--- config.mk ---
export PLATFORM = sky130hd
export DESIGN_NAME = ppdr_div_cell
export DESIGN_NICKNAME = d
export VERILOG_FILES = /design/src/ppdr_div_cell.sv
export SDC_FILE = /design/constraint.sdc
export NUM_CORES = 1
export LEC_CHECK = 0
export BUFFER_PORTS_ARGS = -buffer_cell sky130_fd_sc_hd__buf_2
export CAP_MARGIN = 20
export CORE_AREA = 3 3 187 189
export CTS_CLUSTER_DIAMETER = 60
export DETAILED_ROUTE_END_ITERATION = 7
export DIE_AREA = 0 0 190 192
export GPL_TIMING_DRIVEN = 0
export PLACE_DENSITY_LB_ADDON = 0.05
export SKIP_CTS_REPAIR_TIMING = 1
export SYNTH_ARGS = -nofsm -noshare
export SYNTH_HDL_FRONTEND = slang
export SYNTH_SLANG_ARGS = --single-unit
export TNS_END_PERCENT = 100
--- constraint.sdc ---
create_clock -name clock -period 7.7 [get_ports clock]
set_input_delay 0.385 -clock clock [delete_from_list [all_inputs] [get_ports clock]]
set_output_delay 0.385 -clock clock [all_outputs]
set_load 0.01 [all_outputs]
--- src/ppdr_div_cell.sv ---
// One quotient bit of the two-lane restoring divider that shares a single divisor.
module ppdr_div_cell #(
   parameter int DB = 33,
   parameter int QB = 33,
   parameter int SW = 8
) (
   input  logic          clock,
   input  logic          en,
   input  logic [DB-1:0] dsr_i,
   input  logic [DB-1:0] rx_i,
   input  logic [DB-1:0] ry_i,
   input  logic [QB-1:0] nx_i,
   input  logic [QB-1:0] ny_i,
   input  logic [QB-1:0] qx_i,
   input  logic [QB-1:0] qy_i,
   input  logic [SW-1:0] side_i,
   output logic [DB-1:0] dsr_ff,
   output logic [DB-1:0] rx_ff,
   output logic [DB-1:0] ry_ff,
   output logic [QB-1:0] nx_ff,
   output logic [QB-1:0] ny_ff,
   output logic [QB-1:0] qx_ff,
   output logic [QB-1:0] qy_ff,
   output logic [SW-1:0] side_ff
);

   logic [DB:0]   tx, ty, dx, dy, dsr_e;
   logic          gex, gey;
   logic [DB-1:0] rx_in, ry_in;

   always_comb begin
      dsr_e = {1'b0, dsr_i};
      tx    = {rx_i, nx_i[QB-1]};
      ty    = {ry_i, ny_i[QB-1]};
      dx    = tx - dsr_e;
      dy    = ty - dsr_e;
      gex   = (tx >= dsr_e);
      gey   = (ty >= dsr_e);
      rx_in = gex ? dx[DB-1:0] : tx[DB-1:0];
      ry_in = gey ? dy[DB-1:0] : ty[DB-1:0];
   end

   always_ff @(posedge clock) begin
      if (en) begin
         dsr_ff  <= dsr_i;
         rx_ff   <= rx_in;
         ry_ff   <= ry_in;
         nx_ff   <= {nx_i[QB-2:0], 1'b0};
         ny_ff   <= {ny_i[QB-2:0], 1'b0};
         qx_ff   <= {qx_i[QB-2:0], gex};
         qy_ff   <= {qy_i[QB-2:0], gey};
         side_ff <= side_i;
      end
   end

endmodule

==> metrics <==
total track usage=20.0%; clock sink total=237; HP Start=ny_i[12]; family with the most delay on the worst path=compound AO/OA/AOI/OAI gates; top-area cell type share of the netlist area=60.4%; min Tclk post-route=3890 ps; layout cells sized above 1=40.4%; Buf/Inv on CP=6; RSZ-0062 raised after global routing=false; flop and latch count out of synthesis=237; vias in the first global route=9141; Post-Syn Instances=890; Synth top cells by count=edfxtp_1 (237), ha_1 (66), inv_1 (58), a21oi_1 (57), nor2_1 (48); starting density of the core=35.3%; CTS tree=done; hold path cells=1; main combinational cell family by area after synthesis=compound AO/OA/AOI/OAI gates; Post-synth EDFFs=237; maximum vdd drop=0.143 mV; CTS H-tree lvls=2; Post-synth top flop=edfxtp_1; Avg Cell Area, Syn=13.3 sq um; final setup fails=0; peak fanout along the critical path=10; HPWL after DPL=31000 um; die area=36500 sq um; Slew headroom=28.2%; per-cell routed wire length=20.5 um; Pwr Total=3830 uW; Worst-path clk slew=60 ps; top cells by area, synth=edfxtp_1 (60%), ha_1 (7.0%), a21oi_1 (2.4%), mux2_4 (2.4%), xnor2_1 (2.4%); routability cong.=0.844; period utilization=50.6%; die height=192 um; Final #Nets=1713; Final ANT Viol Nets=0; Leak=0.00704 uW; Yosys warnings=0; Max Buffers Root-to-Sink=3; DR pass1 iterations=5; Place WS=3260 ps; Hold Slack=46.2 ps; mux share of post-synthesis cell area=5.36%; Yosys cell types=71; leading cell type by number of instances after synthesis=edfxtp_1; Synth area leader=edfxtp_1; DRC Markers=0; cell breakdown of the critical path=buf_2 > inv_1 > ha_1 > inv_1 > fa_1 > a21o_1 > a221oi_2 > o221ai_2 > a2111o_1 > a211oi_2 > o31a_4 > o21a_1 > buf_6 > inv_6 > buf_6 > mux2_4; Rows=67; crit start category=input pin; largest net degree at the start of global routing=127; vias per cell=4.89; simple-gate share of the synthesized area=7.52%; drt total wl=38500 um; measured slew at the worst slew-check pin=1070 ps; GR Overflow Total=0; CTS Root Cell=clkbuf_16; Die W=190 um; CP endpoint kind=flop; DR iter-0 viols=364; largest stage delay on the critical path=550 ps; Async SR Flop Fraction=0%; Pwr Density=242 nW/um^2; initial antenna violation count=9; Area Growth Syn to Fin=34.5%; Fin. Hold Viols=0; TritonCTS buffer count=34; XOR/XNOR share of the synthesized area=3.49%; Worst Hold End=ny_ff[13]; total of max-cap violations=0; register area share after synthesis=60.4%; Cell Area, Synth=11800 sq um; I/O Buffers=475; Vias=9187; TNS Setup=0 ps; first-pass GRT wire length=55200 um; post-route setup slack=3810 ps; I/O pin count=480; CP required=7950 ps; Hold Crit Class=in2reg; area fraction in compound gates after synthesis=12.9%; Adder-Cell Fraction of Synth Area=7.34%; CP arrival=4150 ps; Core ar.=33400 sq um; Max Fclk=257 MHz; outcome=finished clean; critical path class=in2reg; CP max-delay cell=a2111o_1; Pins Over Slew Limit=0
==> flip-flops by register name (all words and copies together), names as in the netlist <==
signal and flops:
dsr_ff 33, qy_ff 33, ry_ff 33, rx_ff 33
qx_ff 33, side_ff 8, ny_ff 32, nx_ff 32
==> area by class of cell <==
class	count	area, sq um
Tap cell	448	561
Clock inverter	19	176
Buffer	25	128
Inverter	60	230
Antenna cell	4	10.0
Sequential cell	237	7120
Fill cell	3206	17600
Multi-Input combinational cell	569	4320
Clock buffer	40	895
Timing Repair Buffer	477	2430
==> kinds of logic (layout without fill, tap and decap cells) <==
group | count (synthesis) | count (layout)
buf+inv | 85 | 621
xor+xnor | 47 | 47
mux | 50 | 50
compound gates | 223 | 223
other cells | 1 | 6
simple gates | 179 | 179
fa+ha+maj | 68 | 68
flops | 237 | 237
==> routing by layer <==
| layer | GRT usage [%] | routed length (um) | vias up |
|---|---|---|---|
| met3 | 5.11 | 2620 | 60 |
| met5 | 0 | 81 | - |
| met4 | 5.15 | 765 | 12 |
| met2 | 37.3 | 20400 | 287 |
| met1 | 22.6 | 14600 | 4375 |
| li1 | - | - | 4453 |
==> power by group <==
group	internal, uW	switching, uW	total [uW]
logic	326	431	757
clock network	903	564	1470
registers	1580	29.5	1610
total	2810	1020	3830
==> metrics by stage <==
| stage | cells | area, sq um | util (%) |
|---|---|---|---|
| 2_1_floorplan | 891 | 11800 | - |
| 3_3_place_gp | 1814 | 14700 | 44.1 |
| 3_5_place_dp | 1816 | 14800 | 44.2 |
| 4_1_cts | 1875 | 15900 | 47.4 |
| 5_1_grt | 1878 | 15900 | 47.4 |
| 6_report | 1879 | 15900 | 47.4 |
==> placed cells by master, fill, tap and decap left out, drive strengths merged, types with 17 or more instances in the layout <==
| cell | instances |
|---|---|
| o21ai | 34 |
| xnor2 | 32 |
| a21oi | 57 |
| a21o | 37 |
| buf | 484 |
| mux2 | 48 |
| inv | 63 |
| clkbuf | 57 |
| nand3 | 17 |
| nor3 | 17 |
| nand2 | 40 |
| ha | 66 |
| nor2 | 49 |
| edfxtp | 237 |
==> worst max-delay path by stage <==
stage | from | cells past startpoint | slack [ps] | endpoint
after floorplan | ny_i[32] | 15 | 4020 | ry_ff[10]
after global placement | en | 1 | 2790 | nx_ff[2]
after detailed placement | ny_i[32] | 16 | 3260 | ry_ff[24]
after CTS | ny_i[32] | 16 | 3790 | ry_ff[17]
after global routing | ny_i[32] | 16 | 3630 | ry_ff[17]
final | ny_i[32] | 16 | 3810 | ry_ff[17]
No activity file was read; power rests on OpenSTA's default activity.
