### config.mk
export PLATFORM = sky130hd
export DESIGN_NAME = ppdr_sqrt_cell
export DESIGN_NICKNAME = d
export VERILOG_FILES = /design/src/ppdr_sqrt_cell.sv
export SDC_FILE = /design/constraint.sdc
export NUM_CORES = 1
export LEC_CHECK = 0
export BUFFER_PORTS_ARGS = -buffer_cell sky130_fd_sc_hd__buf_4
export CAP_MARGIN = 40
export CORE_AREA = 4 4 129 131
export CTS_BUF_LIST = sky130_fd_sc_hd__clkbuf_8
export DETAILED_ROUTE_END_ITERATION = 10
export DIE_AREA = 0 0 133 135
export PLACE_DENSITY = 0.78
export SETUP_SLACK_MARGIN = 0.02
export SLEW_MARGIN = 20
export SYNTH_ARGS = -nofsm -noshare
export SYNTH_HDL_FRONTEND = slang
export SYNTH_SLANG_ARGS = --single-unit
### constraint.sdc
create_clock -name clock -period 3.13 [get_ports clock]
set_input_delay 0.4695 -clock clock [delete_from_list [all_inputs] [get_ports clock]]
set_output_delay 0.4695 -clock clock [all_outputs]
set_load 0.005 [all_outputs]
### src/ppdr_sqrt_cell.sv
// One digit of the pipelined integer square root: two radicand bits in, one root bit out.
module ppdr_sqrt_cell #(
   parameter int DB = 33,
   parameter int SW = 8
) (
   input  logic            clock,
   input  logic            en,
   input  logic [2*DB-1:0] rad_i,
   input  logic [DB+1:0]   rem_i,
   input  logic [DB-1:0]   root_i,
   input  logic [SW-1:0]   side_i,
   output logic [2*DB-1:0] rad_ff,
   output logic [DB+1:0]   rem_ff,
   output logic [DB-1:0]   root_ff,
   output logic [SW-1:0]   side_ff
);

   logic [DB+3:0]   t;
   logic [DB+3:0]   trial;
   logic [DB+3:0]   diff;
   logic            ge;
   logic [2*DB-1:0] rad_in;
   logic [DB+1:0]   rem_in;
   logic [DB-1:0]   root_in;

   always_comb begin
      t       = {rem_i, rad_i[2*DB-1 -: 2]};
      trial   = {2'b00, root_i, 2'b01};
      diff    = t - trial;
      ge      = (t >= trial);
      rem_in  = ge ? diff[DB+1:0] : t[DB+1:0];
      root_in = {root_i[DB-2:0], ge};
      rad_in  = {rad_i[2*DB-3:0], 2'b00};
   end

   always_ff @(posedge clock) begin
      if (en) begin
         rad_ff  <= rad_in;
         rem_ff  <= rem_in;
         root_ff <= root_in;
         side_ff <= side_i;
      end
   end

endmodule

==> metrics.md, run 1 <==
| Metric | Value |
|---|---|
| Final WS setup | 0.280 ns |
| Pin count of the biggest net entering global routing | between 50 and 60 |
| Via Count | approximately 5300 |
| Final nets | around 1000 |
| Die ar. | 18000 um2 |
| Crit path capture type | flop |
| H-tree depth | 4 |
| Synthesized flop and latch total | 140 |
| Routability cong. | 0.871 |
| Register area share after synthesis | 61.2% |
| Area delta synth->final | 44.4% |
| Root Driver | clkbuf_8 |
| Mapped Area | roughly 6900 um2 |
| I/O pin count | 286 |
| Number of fillers in the final layout | 1158 |
| Cells after Synth | between 400 and 500 |
| Crit path required time | ~3.3 ns |
| Overall routed net length | between 15000 and 20000 um |
| Crit path max fanout | 25 |
| Asr flop ratio synth | 0% |
| Vias in the first global route | 5520 |
| Hold_buf cts | 0 |
| Most frequent cells in the layout | 328 x buf_4, 140 x edfxtp_1, 41 x inv_1 |
| GRT Overall Usage | about a fifth |
| Setup bufs post-CTS | 0 |
| Clk pin slew, worst setup/hold paths | approximately 0.09 ns |
| Die X | between 100 and 150 um |
| Cell count after placement | ~1000 |
| Leak Pwr | 4.53 nW |
| Via density | ~5.0 |
| DR DRC count | 0 |
| Min-Delay Path Class | input pin to flop |
| Fmax | about 350 MHz |
| Row count | 46 |
| Status | finished clean |
| Number of synthesis warnings | 0 |
| Crit Path Class | input pin to flop |
| Routed Antenna Nets | 0 |
| Peak VDD IR | about 0.25 mV |
| Post-route cell area | approximately 10000 um2 |
| Synth cell types | 57 |
| Clock Path Buffers | 2 |
| Final HPWL from detailed placement | 15000 um |
| Transition time of the tightest slew-check pin | approximately 0.51 ns |
| EDFF count, synth | 140 |
| Fraction of layout cells with a size suffix above 1 | a little under 50% |
| Final Cycle Share | 91.0% |
| RSZ-0062 raised after global routing | no |
| Commonest non-fill, non-tap cell in the layout | buf_4 |
| Synth Flop Type | edfxtp_1 |
| Dpl ws | -0.191 ns |
| Max cap viols | 0 |
| GRT Residual Overflow | 0 |
| DRT iter0 DRCs | 310 |
| DR WL/cell | around 18 um |
| Crit path DAT | between 3 and 4 ns |
| Pre-antenna DRT Iters | 5 |
| Initial antenna violation count | 1 |
| Avg Inst Size Synth | 13.8 um2 |
| Die Height | around 140 um |
| Hold Vio Cnt, Final | 0 |
| PwrDens | about 510 nW/um2 |
| Global-route wire length before repair | ~29000 um |
| PortBufs | ~280 |
| Final Setup Violations | 0 |
| Sink Count | 140 |
| Non-Filler Instances | 1059 |
| CP Launch Type | input pin |
| Core area | between 15000 and 20000 um2 |
| Slew margin rel. | approximately two thirds |
| Post-CTS sizing | 0 |
| Worst hold slack | between 0.15 and 0.2 ns |
| TritonCTS Buffers | 17 |
| Slew Limit Fails | 0 |
| Tmin final | ~2.8 ns |
| Starting Density | about 44% |
| Dpl cell area | around 9500 um2 |
| CTS tree | done |
Yosys cell counts (all sizes together) (3+ instances only):
library cell | instances | area [um2]
a21o | 26 | 195
nor4 | 3 | 25.0
a31o | 4 | 35.0
o21a | 4 | 31.3
a21oi | 30 | 150
nor2 | 22 | 82.6
buf | 8 | 95.1
o221ai | 4 | 35.0
xor2 | 14 | 123
o211ai | 3 | 32.5
nand2 | 25 | 93.8
o21ai | 13 | 65.1
nand4 | 8 | 50.1
mux2 | 31 | 443
nand3 | 9 | 45.0
mux2i | 3 | 30.0
inv | 41 | 154
xnor2 | 19 | 166
ha | 35 | 438
clkbuf | 10 | 37.5
edfxtp | 140 | 4200
and3 | 4 | 25.0
o21bai | 3 | 22.5
nor2b | 4 | 25.0
per-layer routing:
metal | wire length, um | GRT usage [%] | up-vias
li1 | - | - | 2532
met1 | 7010 | 23.2 | 2482
met2 | 10000 | 37.1 | 225
met3 | 1490 | 7.04 | 36
met4 | 461 | 8.03 | 0
met5 | 0 | 0 | -
state kept, by name, summed over array words and instances (netlist names):
register and flops:
rad_ff 64, root_ff 33, side_ff 8, rem_ff 35
cell type report:
type                       instances  area, um2  share of cell area [%]
timing repair buffer             331       2510                    25.4
multi-input combinational        298       2380                    24.0
tap                              216        270                    2.73
antenna                            1       2.50                  0.0252
sequential                       140       4200                    42.4
clock buffer                      17        234                    2.36
inverter                          41        154                    1.55
clock inverter                    15        156                    1.58
critical path: stages:
cell and delay (ns):
buf_4 0.12, ha_1 0.33, o21a_1 0.15, o211ai_2 0.08
a311oi_1 0.31, nor4_2 0.13, a2111oi_2 0.42, o21a_2 0.20
o211a_2 0.23, buf_12 0.22, mux2_2 0.36
through the flow:
| stage | util (%) | power [mW] | TNS, ns |
|---|---|---|---|
| 4_1_cts | 63.5 | 5.09 | 0 |
| 6_report | 63.6 | 5.03 | 0 |
| 3_3_place_gp | 61.0 | 3.60 | -2.76 |
| 5_1_grt | 63.6 | 5.28 | 0 |
| 2_1_floorplan | - | 2.96 | 0 |
| 3_5_place_dp | 61.0 | 3.63 | -4.74 |
power by group:
group | internal (mW) | switching (mW)
combinational | 0.708 | 0.521
sequential | 2.30 | 0.0589
clock | 0.654 | 0.791
kinds of logic (layout without fill, tap and decap cells):
logic type / count (synthesis) / count (layout) / synth area share [%]
flip-flops: 140 / 140 / 61.2
AO/OA/AOI/OAI: 107 / 107 / 10.9
other: 1 / 3 / 0.0546
XOR/XNOR: 33 / 33 / 4.21
buffers and inverters: 59 / 404 / 4.17
AND/OR/NAND/NOR: 87 / 87 / 6.18
adder cells (fa/ha/maj): 35 / 35 / 6.38
multiplexers: 34 / 34 / 6.89
path summary, 6_finish.rpt:
check                     start  cells past startpoint         end
worst max-delay path   rem_i[4]                     11   rem_ff[5]
worst min-delay path  side_i[4]                      1  side_ff[4]
(Power assumes the default switching activity.)
==> run 2: changes to the inputs <==
--- a/config.mk
+++ b/config.mk
@@ -12,7 +12,7 @@
 export DETAILED_ROUTE_END_ITERATION = 10
 export DIE_AREA = 0 0 133 135
 export PLACE_DENSITY = 0.78
-export SETUP_SLACK_MARGIN = 0.02
+export SETUP_SLACK_MARGIN = 0.5
 export SLEW_MARGIN = 20
 export SYNTH_ARGS = -nofsm -noshare
 export SYNTH_HDL_FRONTEND = slang
==> metrics.md, run 2 (synthesis results as in run 1) <==
| Metric | Value |
|---|---|
| Min-Delay Path Class | input pin to flop |
| Via Count | 5329 (+1.0%) |
| CP startpoint | root_i[3] |
| Slew margin rel. | 61.8% (-4.0 points) |
| Die ar. | 18000 um2 (unchanged) |
| Cell count after placement | 1011 (-1.5%) |
| Die Height | 135 um (unchanged) |
| Most frequent cells in the layout | 317 x buf_4, 140 x edfxtp_1, 36 x inv_1 |
| Ant. Diodes | 0 (-1) |
| Combinational share of power | 25.1% (+0.7 points) |
| Bufs and invs on worst path | 4 (+2) |
| Non-Filler Instances | 1054 (-0.47%) |
| GRT Residual Overflow | 0 (unchanged) |
| CP endpoint | rem_ff[17] |
| CP delay by family, top | compound AO/OA/AOI/OAI gates |
| Routed Antenna Nets | 0 (unchanged) |
| Overall routed net length | 19900 um (+4.8%) |
| DRT iter0 DRCs | 350 (+13%) |
| Seq pwr share | 44.9% (-1.9 points) |
| FF/Latch Area | 4200 um2 (unchanged) |
| Status | finished clean |
| Initial antenna violation count | 0 (-1) |
| Crit-path max cell delay | 0.41 ns (about the same) |
| I/O pin count | 286 (unchanged) |
| Top Registers | rad_ff x64, rem_ff x35, root_ff x33 |
| PwrDens | 513 nW/um2 (+1.1%) |
| Final Cycle Share | 89.1% (-1.9 points) |
| Crit path depth | 13 (+2) |
| Fraction of layout cells with a size suffix above 1 | 51.1% (+2.9 points) |
| Clock Path Buffers | 2 (unchanged) |
| Number of fillers in the final layout | 1143 (-1.3%) |
| CP Launch Type | input pin |
| Die X | 133 um (unchanged) |
| Crit path max fanout | 7 (-72%) |
| Root Driver | clkbuf_8 |
| Hold_buf cts | 0 (unchanged) |
| GRT Overall Usage | 21.4% (+0.55 points) |
| Starting Density | 44.0% (unchanged) |
| Peak VDD IR | 0.290 mV (+16%) |
| Slew Limit Fails | 0 (unchanged) |
| P_sw | 1.39 mW (+1.1%) |
| Routability cong. | 0.903 (+3.7%) |
| Sw Share | 26.4% (-0.81 points) |
| Final nets | 1004 (-0.40%) |
| Row count | 46 (unchanged) |
| Area delta synth->final | 48.8% |
| H-tree depth | 4 (unchanged) |
| Clk pin slew, worst setup/hold paths | 0.08 ns (about the same) |
| Crit path capture type | flop |
| Post-route cell area | 10200 um2 (+3.0%) |
| Max cap viols | 0 (unchanged) |
| Crit Path Class | input pin to flop |
| Max FFs per register | 64 (unchanged) |
| Crit path required time | 3.33 ns (about the same) |
| Vias in the first global route | 5602 (+1.5%) |
| Cell-internal power | 3.86 mW (+5.4%) |
| Via density | 5.06 (+1.5%) |
| RSZ-0062 raised after global routing | yes |
| Commonest non-fill, non-tap cell in the layout | buf_4 |
| Transition time of the tightest slew-check pin | 0.573 ns (+0.0596 ns) |
| Crit path DAT | 2.99 ns (-0.07 ns) |
| DR WL/cell | 18.9 um (+5.3%) |
| Core area | 15600 um2 (unchanged) |
| TritonCTS Buffers | 17 (unchanged) |
| Clock power share | 30.0% (+1.3 points) |
| DR DRC count | 0 (unchanged) |
| Multi-input logic area | 2590 um2 (+8.9%) |
| Largest Register | rad_ff |
| CTS tree | done |
| CP Cell Sequence | buf_8 -> inv_4 -> ha_4 -> o21a_1 -> o211ai_2 -> a311oi_2 -> nor4_2 -> a2111oi_2 -> buf_4 -> o21a_4 -> o211a_4 -> clkbuf_16 -> mux2_4 |
| Final Setup Violations | 0 (unchanged) |
| Final HPWL from detailed placement | 15200 um (+1.8%) |
| PortBufs | 283 (unchanged) |
| Dpl cell area | 9550 um2 (+0.29%) |
| Slowest library cell on the worst path | nor4_2 |
| Pre-antenna DRT Iters | 4 (-1) |
| Global-route wire length before repair | 30200 um (+2.9%) |
| Hold Vio Cnt, Final | 0 (unchanged) |
| Leak Pwr | 4.59 nW (+1.2%) |
| Sink Count | 140 (unchanged) |
| Pin count of the biggest net entering global routing | 61 (+8.9%) |
| Fmax | 358 MHz (+2.2%) |
| Tmin final | 2.79 ns (-0.0600 ns) |
-- run 2: cell types whose count changed in the layout (fill, tap and decap cells not counted), moves of 3 or more --
cell	before	now
buf_4	328	317
ha_1	35	25
ha_4	0	8
inv_1	41	36
buf_8	0	3
inv_2	0	3
mux2_2	6	3
mux2_4	25	28
-- run 2: power groups by stage --
stage | registers (mW) | clock network, mW | logic (mW)
final | 2.35 | 1.57 | 1.32
after global routing | 2.37 | 1.69 | 1.41
after CTS | 2.36 | 1.61 | 1.28
after detailed placement | 2.40 | 0 | 1.25
after global placement | 2.39 | 0 | 1.22
after floorplan | 2.42 | 0 | 0.578
-- run 2: area by class of cell --
class | instances | area share [%]
multi-input combinational | 298 | 25.4
clock inverter | 15 | 1.85
sequential | 140 | 41.2
timing repair buffer | 327 | 24.9
tap | 216 | 2.65
inverter | 41 | 1.78
clock buffer | 17 | 2.29
-- run 2: repair_timing --
item / in CTS / in global routing
gates cloned: 0 / 1
pin swaps: 1 / 8
gates resized for setup: 12 / 19
setup endpoints to repair: 30 / 34
setup buffers: 5 / 5
-- run 2: worst min path at each step --
stage | cells after the start | startpoint | end
after floorplan | 0 | rad_i[8] | rad_ff[10]
after global placement | 1 | rad_i[59] | rad_ff[61]
after detailed placement | 1 | side_i[0] | side_ff[0]
after CTS | 1 | rad_i[1] | rad_ff[3]
after global routing | 1 | rad_i[3] | rad_ff[5]
final | 1 | side_i[0] | side_ff[0]
-- run 2: stage by stage --
stage               utilization [%]  TNS, ns  power [mW]  hold slack [ns]  worst slack, ns
floorplan                         -        0        2.99            0.568            0.292
global placement               61.2    -1.48        3.61            0.648          -0.0918
detailed placement             61.2    -2.63        3.64            0.649           -0.135
CTS                            64.6        0        5.24            0.158            0.480
global route                   65.5        0        5.47            0.154            0.306
finish                         65.5        0        5.24            0.192            0.340
-- run 2: layer usage --
layer | GRT usage, % | vias to the layer above | wire length [um]
met5 | 0 | - | 0
met4 | 7.51 | 0 | 403
met3 | 6.71 | 28 | 1400
met2 | 38.9 | 205 | 10700
met1 | 23.7 | 2584 | 7390
li1 | - | 2512 | -
==> run 3: changes to the inputs <==
--- a/config.mk
+++ b/config.mk
@@ -7,11 +7,11 @@
 export LEC_CHECK = 0
 export BUFFER_PORTS_ARGS = -buffer_cell sky130_fd_sc_hd__buf_4
 export CAP_MARGIN = 40
-export CORE_AREA = 4 4 129 131
+export CORE_AREA = 4 4 142 144
 export CTS_BUF_LIST = sky130_fd_sc_hd__clkbuf_8
 export DETAILED_ROUTE_END_ITERATION = 10
-export DIE_AREA = 0 0 133 135
-export PLACE_DENSITY = 0.78
+export DIE_AREA = 0 0 146 148
+export PLACE_DENSITY = 0.66
 export SETUP_SLACK_MARGIN = 0.5
 export SLEW_MARGIN = 20
 export SYNTH_ARGS = -nofsm -noshare
==> constraint.sdc (replaced) <==
create_clock -name clock -period 3.13 [get_ports clock]
set_input_delay 0.313 -clock clock [delete_from_list [all_inputs] [get_ports clock]]
set_output_delay 0.313 -clock clock [all_outputs]
set_load 0.005 [all_outputs]
==> metrics.md, run 3 (synthesis results as in run 1) <==
| Metric | Value |
|---|---|
| Hold Path Origin | side_i[0] |
| Routed Antenna Nets | 0 (unchanged) |
| Number of fillers in the final layout | 1583 (+38%) |
| DRT iter0 DRCs | 227 (-35%) |
| Worst hold slack | 0.0361 ns (-0.156 ns) |
| Final nets | 990 (-1.4%) |
| Crit path capture type | flop |
| Most frequent cells in the layout | 300 x buf_4, 140 x edfxtp_1, 38 x inv_1 |
| Cell-internal power | 3.68 mW (-4.5%) |
| Hold Vio Cnt, Final | 0 (unchanged) |
| PwrDens | 506 nW/um2 (-1.4%) |
| Hold Crit Endpoint | side_ff[0] |
| Initial antenna violation count | 0 (unchanged) |
| Non-Filler Instances | 1058 (+0.38%) |
| Hold Crit Depth | 1 (unchanged) |
| Dpl cell area | 9430 um2 (-1.2%) |
| Final core occ | 53.7% (-12 points) |
| Routability cong. | 0.850 (-5.9%) |
| DR WL/cell | 19.0 um (+0.53%) |
| Final Setup Violations | 0 (unchanged) |
| Clock Path Buffers | 2 (unchanged) |
| Vias in the first global route | 5440 (-2.9%) |
| RSZ-0062 raised after global routing | yes |
| Crit Path Class | input pin to flop |
| Pre-antenna DRT Iters | 4 (unchanged) |
| H-tree depth | 4 (unchanged) |
| Dpl ws | 0.0502 ns (+0.185 ns) |
| Min-Delay Path Class | input pin to flop |
| Crit path max fanout | 7 (unchanged) |
| CP Launch Type | input pin |
| Max FFs per register | 64 (unchanged) |
| Peak VDD IR | 0.245 mV (-15%) |
| PortBufs | 283 (unchanged) |
| Seq pwr share | 46.4% (+1.5 points) |
| Design Power | 5.08 mW (-3.1%) |
| Final Cycle Share | 83.2% (-6.0 points) |
| Pin count of the biggest net entering global routing | 71 (+16%) |
| GRT Residual Overflow | 0 (unchanged) |
| Transition time of the tightest slew-check pin | 0.654 ns (+0.0814 ns) |
| Via Count | 5229 (-1.9%) |
| P_sw | 1.40 mW (+0.96%) |
| GRT Overall Usage | 17.6% (-3.8 points) |
| CTS tree | done |
| Tmin final | 2.60 ns (-0.187 ns) |
| Clock power share | 28.6% (-1.4 points) |
| Overall routed net length | 20100 um (+0.91%) |
| TritonCTS Buffers | 17 (unchanged) |
| Slew Limit Fails | 0 (unchanged) |
| DR DRC count | 0 (unchanged) |
| Die Height | 148 um (+9.6%) |
| Root Driver | clkbuf_8 |
| Starting Density | 36.7% (-7.3 points) |
| Fraction of layout cells with a size suffix above 1 | 48.8% (-2.3 points) |
| Combinational share of power | 25.1% (about the same) |
| Ant. Diodes | 0 (unchanged) |
| Status | finished clean |
| Global-route wire length before repair | 30100 um (about the same) |
| Fmax | 384 MHz (+7.2%) |
| Top Registers | rad_ff x64, rem_ff x35, root_ff x33 |
| Core area | 18700 um2 (+20%) |
| Area delta synth->final | 46.2% |
| Cell count after placement | 1014 (+0.30%) |
| Final HPWL from detailed placement | 15500 um (+1.6%) |
| Die ar. | 21600 um2 (+20%) |
| Clk pin slew, worst setup/hold paths | 0.09 ns (about the same) |
| Slew margin rel. | 56.4% (-5.4 points) |
| Crit path DAT | 2.81 ns (-0.18 ns) |
| Die X | 146 um (+9.8%) |
| Max cap viols | 0 (unchanged) |
| Sink Count | 140 (unchanged) |
| Sw Share | 27.5% (+1.1 points) |
| Leak Pwr | 4.50 nW (-2.0%) |
| Crit path required time | 3.34 ns (about the same) |
| I/O pin count | 286 (unchanged) |
| Via density | 4.94 (-2.2%) |
| Setup TNS | 0 ns (unchanged) |
| Commonest non-fill, non-tap cell in the layout | buf_4 |
| Row count | 50 (+8.7%) |
| Final WS setup | 0.527 ns (+0.187 ns) |
| Post-route cell area | 10000 um2 (-1.7%) |
| Largest Register | rad_ff |
-- run 3: per-layer routing --
layer / up-vias / GRT usage [%] / wire [um] / part of all wire, %
met5: - / 0 / 0 / 0
met4: 0 / 5.64 / 357 / 1.8
met3: 22 / 5.49 / 1430 / 7.1
met2: 207 / 31.2 / 10300 / 51
met1: 2514 / 20.5 / 7950 / 40
li1: 2486 / - / - / -
-- run 3: timing repair --
item                                    CTS  global route
endpoints found under the hold margin     0             4
gates resized for setup                   0            21
setup buffers                             0             6
endpoints found under the setup margin    0            31
hold buffers                              0             4
-- run 3: cell type report --
| class | instances | area (um2) | share of cell area, % |
|---|---|---|---|
| clock buffer | 17 | 234 | 2.33 |
| clock inverter | 15 | 154 | 1.53 |
| inverter | 41 | 169 | 1.68 |
| multi-input combinational | 298 | 2540 | 25.3 |
| sequential | 140 | 4200 | 41.9 |
| tap | 234 | 293 | 2.92 |
| timing repair buffer | 313 | 2450 | 24.4 |
-- run 3: worst max-delay path: stages --
cell	delay (ns)
buf_8	0.08
inv_4	0.03
ha_4	0.26
o21a_1	0.16
o211ai_2	0.12
a311oi_2	0.27
nor4_2	0.10
a2111oi_2	0.46
o21a_2	0.25
o211a_4	0.27
clkbuf_16	0.19
mux2_4	0.30
-- run 3: worst max path at each step --
stage	depth (start not counted)	slack (ns)	from	endpoint
floorplan	11	0.45	root_i[23]	rem_ff[10]
global placement	11	0.14	root_i[15]	rem_ff[28]
detailed placement	10	0.05	root_i[13]	rem_ff[4]
CTS	10	0.55	root_i[13]	rem_ff[34]
global route	12	0.48	root_i[0]	rem_ff[4]
finish	12	0.53	root_i[0]	rem_ff[31]
-- run 3: power groups by stage --
stage / clock (mW) / combinational [mW] / sequential (mW)
detailed placement: 0 / 1.22 / 2.40
global route: 1.58 / 1.38 / 2.38
CTS: 1.50 / 1.23 / 2.36
global placement: 0 / 1.21 / 2.40
finish: 1.45 / 1.27 / 2.36
floorplan: 0 / 0.572 / 2.42
